## src/hdl/kitc_pkg.sv

```systemverilog
package kitc_pkg;

	localparam int KMER_W = 64;
	localparam int OUT_ID_W = 20;
	localparam int COUNT_W = 16;
	localparam int CFG_W = 5;
	localparam int REG_IDX_W = 1;
	localparam int PROBE_DEPTH = 8;
	localparam int PROBE_W = 3;
	localparam int HASH_SHIFT = 32;
	localparam int DIGIT_W = 16;
	localparam int HASH_DIGITS = KMER_W / DIGIT_W;
	localparam logic [KMER_W-1:0] HASH_MULT = 64'h9E3779B97F4A7C15;
	localparam logic [COUNT_W-1:0] COUNT_MAX = '1;
	localparam logic [CFG_W-1:0] TOP_LIMIT_RST = 5'd8;
	localparam logic [CFG_W-1:0] POSTING_LIMIT_RST = 5'd16;

	typedef enum logic [REG_IDX_W-1:0] {
		REG_TOP_LIMIT,
		REG_POSTING_LIMIT
	} kitc_reg_t;

	typedef enum logic [4:0] {
		OP_NOP,
		OP_CLEAR,
		OP_LOAD,
		OP_HASH,
		OP_PROBE_RD,
		OP_PROBE_CHK,
		OP_POST_RD,
		OP_POST_CAP,
		OP_HIT_RD,
		OP_HIT_CHK,
		OP_HIT_NEW,
		OP_POST_NEXT,
		OP_INSERT,
		OP_SEL_START,
		OP_SEL_INIT,
		OP_SEL_RD,
		OP_SEL_CHK,
		OP_SEL_EMIT,
		OP_FLUSH,
		OP_READ_DONE
	} kitc_op_t;

	typedef struct packed {
		kitc_op_t op;
	} kitc_cmd_t;

	typedef struct packed {
		logic clr_done;
		logic hash_done;
		logic probe_hit;
		logic probe_last;
		logic is_ref;
		logic present;
		logic read_end;
		logic post_more;
		logic ins_ok;
		logic hit_scan_end;
		logic hit_match;
		logic sel_more;
		logic sel_got;
		logic pend_valid;
		logic out_free;
	} kitc_stat_t;

endpackage

```

## src/hdl/kitc_ctrl.sv

```systemverilog
module kitc_ctrl import kitc_pkg::*; (
	input  logic       clk,
	input  logic       arst_n,
	input  logic       in_valid,
	output logic       in_ready,
	input  kitc_stat_t stat,
	output kitc_cmd_t  cmd
);

	typedef enum logic [4:0] {
		S_CLEAR,
		S_IDLE,
		S_LOADED,
		S_HASH,
		S_PRB_RD,
		S_PRB_CHK,
		S_POST_CHK,
		S_POST_RD,
		S_POST_CAP,
		S_HIT_RD,
		S_HIT_CHK,
		S_HIT_NEW,
		S_POST_NEXT,
		S_INS,
		S_END,
		S_SEL_PASS,
		S_SEL_RD,
		S_SEL_CHK,
		S_SEL_DONE,
		S_FLUSH
	} state_t;

	state_t state_q, state_d;

	assign in_ready = (state_q == S_IDLE);

	always_comb begin
		state_d = state_q;
		cmd.op = OP_NOP;
		unique case (state_q)
			S_CLEAR: begin
				cmd.op = OP_CLEAR;
				if (stat.clr_done) state_d = S_IDLE;
			end
			S_IDLE: begin
				if (in_valid) begin
					cmd.op = OP_LOAD;
					state_d = S_LOADED;
				end
			end
			S_LOADED: state_d = stat.present ? S_HASH : S_END;
			S_HASH: begin
				cmd.op = OP_HASH;
				if (stat.hash_done) state_d = S_PRB_RD;
			end
			S_PRB_RD: begin
				cmd.op = OP_PROBE_RD;
				state_d = S_PRB_CHK;
			end
			S_PRB_CHK: begin
				cmd.op = OP_PROBE_CHK;
				if (stat.probe_hit || stat.probe_last)
					state_d = stat.is_ref ? S_INS : S_POST_CHK;
				else
					state_d = S_PRB_RD;
			end
			S_POST_CHK: begin
				if (stat.post_more) state_d = S_POST_RD;
				else if (stat.ins_ok) state_d = S_INS;
				else state_d = S_END;
			end
			S_POST_RD: begin
				cmd.op = OP_POST_RD;
				state_d = S_POST_CAP;
			end
			S_POST_CAP: begin
				cmd.op = OP_POST_CAP;
				state_d = S_HIT_RD;
			end
			S_HIT_RD: begin
				if (stat.hit_scan_end) begin
					state_d = S_HIT_NEW;
				end else begin
					cmd.op = OP_HIT_RD;
					state_d = S_HIT_CHK;
				end
			end
			S_HIT_CHK: begin
				cmd.op = OP_HIT_CHK;
				state_d = stat.hit_match ? S_POST_NEXT : S_HIT_RD;
			end
			S_HIT_NEW: begin
				cmd.op = OP_HIT_NEW;
				state_d = S_POST_NEXT;
			end
			S_POST_NEXT: begin
				cmd.op = OP_POST_NEXT;
				state_d = S_POST_CHK;
			end
			S_INS: begin
				cmd.op = OP_INSERT;
				state_d = S_END;
			end
			S_END: begin
				if (!stat.read_end) begin
					state_d = S_IDLE;
				end else if (stat.is_ref) begin
					cmd.op = OP_READ_DONE;
					state_d = S_IDLE;
				end else begin
					cmd.op = OP_SEL_START;
					state_d = S_SEL_PASS;
				end
			end
			S_SEL_PASS: begin
				if (stat.sel_more) begin
					cmd.op = OP_SEL_INIT;
					state_d = S_SEL_RD;
				end else begin
					state_d = S_FLUSH;
				end
			end
			S_SEL_RD: begin
				if (stat.hit_scan_end) begin
					state_d = S_SEL_DONE;
				end else begin
					cmd.op = OP_SEL_RD;
					state_d = S_SEL_CHK;
				end
			end
			S_SEL_CHK: begin
				cmd.op = OP_SEL_CHK;
				state_d = S_SEL_RD;
			end
			S_SEL_DONE: begin
				if (!stat.sel_got) begin
					state_d = S_FLUSH;
				end else if (!stat.pend_valid || stat.out_free) begin
					cmd.op = OP_SEL_EMIT;
					state_d = S_SEL_PASS;
				end
			end
			S_FLUSH: begin
				if (stat.out_free) begin
					cmd.op = OP_FLUSH;
					state_d = S_IDLE;
				end
			end
			default: state_d = S_IDLE;
		endcase
	end

	always_ff @(posedge clk or negedge arst_n) begin
		if (!arst_n) state_q <= S_CLEAR;
		else state_q <= state_d;
	end

endmodule

```

## config.mk

```make
export PLATFORM = sky130hd
export DESIGN_NAME = kitc_ctrl
export DESIGN_NICKNAME = d
export VERILOG_FILES = /design/src/hdl/kitc_pkg.sv /design/src/hdl/kitc_ctrl.sv
export SDC_FILE = /design/constraint.sdc
export NUM_CORES = 1
export LEC_CHECK = 0
export ABC_AREA = 1
export BUFFER_PORTS_ARGS = -buffer_cell sky130_fd_sc_hd__buf_4
export CAP_MARGIN = 5
export CORE_UTILIZATION = 25
export CTS_BUF_LIST = sky130_fd_sc_hd__clkbuf_16
export DETAILED_ROUTE_END_ITERATION = 8
export PLACE_DENSITY = 0.54
export SYNTH_ARGS = -nofsm -noshare
export SYNTH_HDL_FRONTEND = slang
export SYNTH_SLANG_ARGS = --single-unit
```

## constraint.sdc

```tcl
create_clock -name clk -period 3.4 [get_ports clk]
set_input_delay 0.17 -clock clk [delete_from_list [all_inputs] [get_ports clk]]
set_output_delay 0.17 -clock clk [all_outputs]
set_load 0.01 [all_outputs]
```

==> summary.md <==
| Metric | Value |
|---|---|
| Final Power | 0.00100 W |
| Setup repair bufs after CTS | 0 |
| Syn Inst Count | 162 |
| Crit Path Max Fanout | 6 |
| Post-synth cell types | 24 |
| Worst EP required | 3.23 ns |
| Fin crit share | 60.1% |
| Share of cells above drive strength 1 | 20.5% |
| GRT Total Usage | 17.2% |
| CTS tree | yes |
| Vias in the first global route | 1,019 |
| Most flops, register | state_q |
| Clk Tree Root Cell | clkbuf_16 |
| RSZ-0062 raised after global routing | false |
| Worst-skew pair later-pin latency | 0.23 ns |
| Core region area | 3130 µm² |
| Synth top area share | 18.2% |
| Worst Reg-to-Reg Cells | 10 |
| Number of flops mapped to enable cells by yosys | 0 |
| Die Height | 60.1 µm |
| Crit path launch | state_q[0] |
| Critical path endpoint category | output port |
| Synth top area cells | nor2_1 18%, nand2_1 17%, dfrtp_1 15% |
| Slew HR | 80.4% |
| Multi-input logic area | 613 µm² |
| Top cells by instance count after synthesis | 41 x nor2_1, 39 x nand2_1, 26 x inv_1, 13 x nand3_1, 8 x nor3_1 |
| Reg2reg start | state_q[0] |
| Port Buffer Count | 23 |
| Fillers | 360 |
| # hold bufs at CTS | 1 |
| Top-count cell post-synth | nor2_1 |
| Via count | 1,085 |
| Class of the worst hold path | input pin to flop |
| Top flop regs | state_q (5) |
| Slew @ Worst Pin | 0.293 ns |
| Post-cts sizing count | 0 |
| Synth Flop Type | dfrtp_1 |
| Final #Nets | 209 |
| Final hold vios | 0 |
| End of the critical path | cmd[2] |
| CTS sink count | 5 |
| Top achievable clock speed | 0.489 GHz |
| Syn_nets | 180 |
| H-tree depth | 1 |
| Post-DP HPWL | 2.29 mm |
| Mapped cell area | 843 µm² |
| ANT nets after route | 0 |
| Yosys reg bits | 5 |
| N_diodes | 0 |
| WP data arrival | 1.87 ns |
| Rows | 20 |
| P&R area growth vs syn | 37.5% |
| Largest net degree at the start of global routing | 10 |
| Starting Density | 27.0% |
| # IOs | 24 |
| Critical setup path kind | flop to output port |
| Pleak | 0.665 nW |
| DR WL/cell | 11.8 µm |
| Layout Cells excl Fill | 234 |
| Max reg flops | 5 |
| Reg-to-reg endpoint | state_q[0] |
| FF+latch area | 125 µm² |
| Final setup TNS | 0 ns |
| CP startpoint kind | flop |
| Run status | finished clean |
| Post-synthesis async set-or-reset flop share | 100% |
| Final WL | 2.75 mm |
| Reg clk slew, reported paths | 0.03 ns |
| Slew Viols, Final | 0 |
| Peak supply drop | 0.211 mV |
| Max cap viols | 0 |
| Fin Clk Skew | 0.00144 ns |
| Initial DRC count | 55 |
| Drt pass-1 iters | 4 |
| GPL Wtd Cong | 0.937 |
| # setup viols final | 0 |
| Yosys warnings | 0 |
| Die area | 3610 µm² |
| Dominant cell type by area after synthesis | nor2_1 |
| First-pass GRT wire length | 4.62 mm |
| Placed Cells | 229 |
| Seq/Total Area, Yosys | 14.8% |
| Residual DRC | 0 |
| CTS max path bufs | 2 |
| Die Wd | 60.1 µm |
| Power Dens Cells | 864 nW/µm² |
| Vias per cell | 4.64 |
| Reg-to-reg setup timing slack | 1.65 ns |
| Syn avg cell area | 5.21 µm² |
| TritonCTS buffer count | 3 |
| Total grt overflow | 0 |
| Initial antenna violation count | 0 |
| Min cycle time layout | 2.04 ns |
## worst max-delay path, stage by stage (launching register included)
cell	delay, ns
dfrtp_1	0.44
nor2_1	0.24
inv_1	0.14
nor2_2	0.21
inv_1	0.07
nor2_2	0.18
nor3_1	0.11
o211ai_1	0.10
buf_4	0.15
## per-stage QoR
stage | cell area, µm² | utilization (%) | hold WS (ns) | worst slack, ns
3_5_place_dp | 1070 | 34.2 | -0.0252 | 1.62
4_1_cts | 1160 | 37.1 | 0.224 | 1.38
2_1_floorplan | 843 | - | -0.126 | 1.99
3_3_place_gp | 1070 | 34.2 | -0.0244 | 1.52
6_report | 1160 | 37.1 | 0.221 | 1.36
5_1_grt | 1160 | 37.1 | 0.232 | 1.24
## routing by layer
layer,routed length (µm),vias up,global-route usage [%]
li1,-,567,-
met1,1280,458,23.7
met2,1220,54,26.3
met3,203,6,3.03
met4,45,0,6.64
met5,0,-,0
## worst min path at each step
| stage | from | endpoint | slack [ns] | depth (start not counted) |
|---|---|---|---|---|
| 6_report | stat[2] | state_q[4] | 0.22 | 2 |
| 5_1_grt | stat[2] | state_q[4] | 0.23 | 2 |
| 4_1_cts | stat[2] | state_q[4] | 0.22 | 2 |
| 3_5_place_dp | arst_n | state_q[4] | -0.03 | 1 |
| 3_3_place_gp | arst_n | state_q[4] | -0.02 | 1 |
| 2_1_floorplan | arst_n | state_q[0] | -0.13 | 0 |
## area by class of cell
cell class	count	share of cell area [%]
Multi-Input combinational cell	129	52.9
Clock buffer	3	6.47
Tap cell	44	4.75
Inverter	28	9.06
Timing Repair Buffer	24	15.7
Clock inverter	1	0.324
Sequential cell	5	10.8
## power by group
part	internal, W	switching, W	total, W
Clock	0.000152	0.0000388	0.000191
Combinational	0.000253	0.000417	0.000670
Sequential	0.0000888	0.0000515	0.000140
## logic make-up after synthesis
logic type / after synthesis / share of synthesized area (%)
AND/OR/NAND/NOR: 119 / 64.5
flip-flops: 5 / 14.8
AO/OA/AOI/OAI: 10 / 8.16
buffers and inverters: 28 / 12.5
## cells in the final DEF (no fill, tap or decap)
cell and instances:
nand3b_1 2, nor4_1 1, buf_4 23, nand3_2 1
nor3_1 8, o2111ai_1 2, o31ai_1 1, inv_2 2
nor3_4 1, nand3_1 13, dlygate4sd3_1 1, o21bai_2 1
or2_2 1, nor2_1 41, or2_1 1, nor2_2 3
nand4_1 4, nand2_1 39, nand2_2 2, inv_1 27
o211ai_1 1, nor2_4 1, dfrtp_1 5, a21oi_1 1
clkbuf_16 3, nand2_4 1, o21ai_0 4
Note: power is estimated with default switching activity, not from simulation.
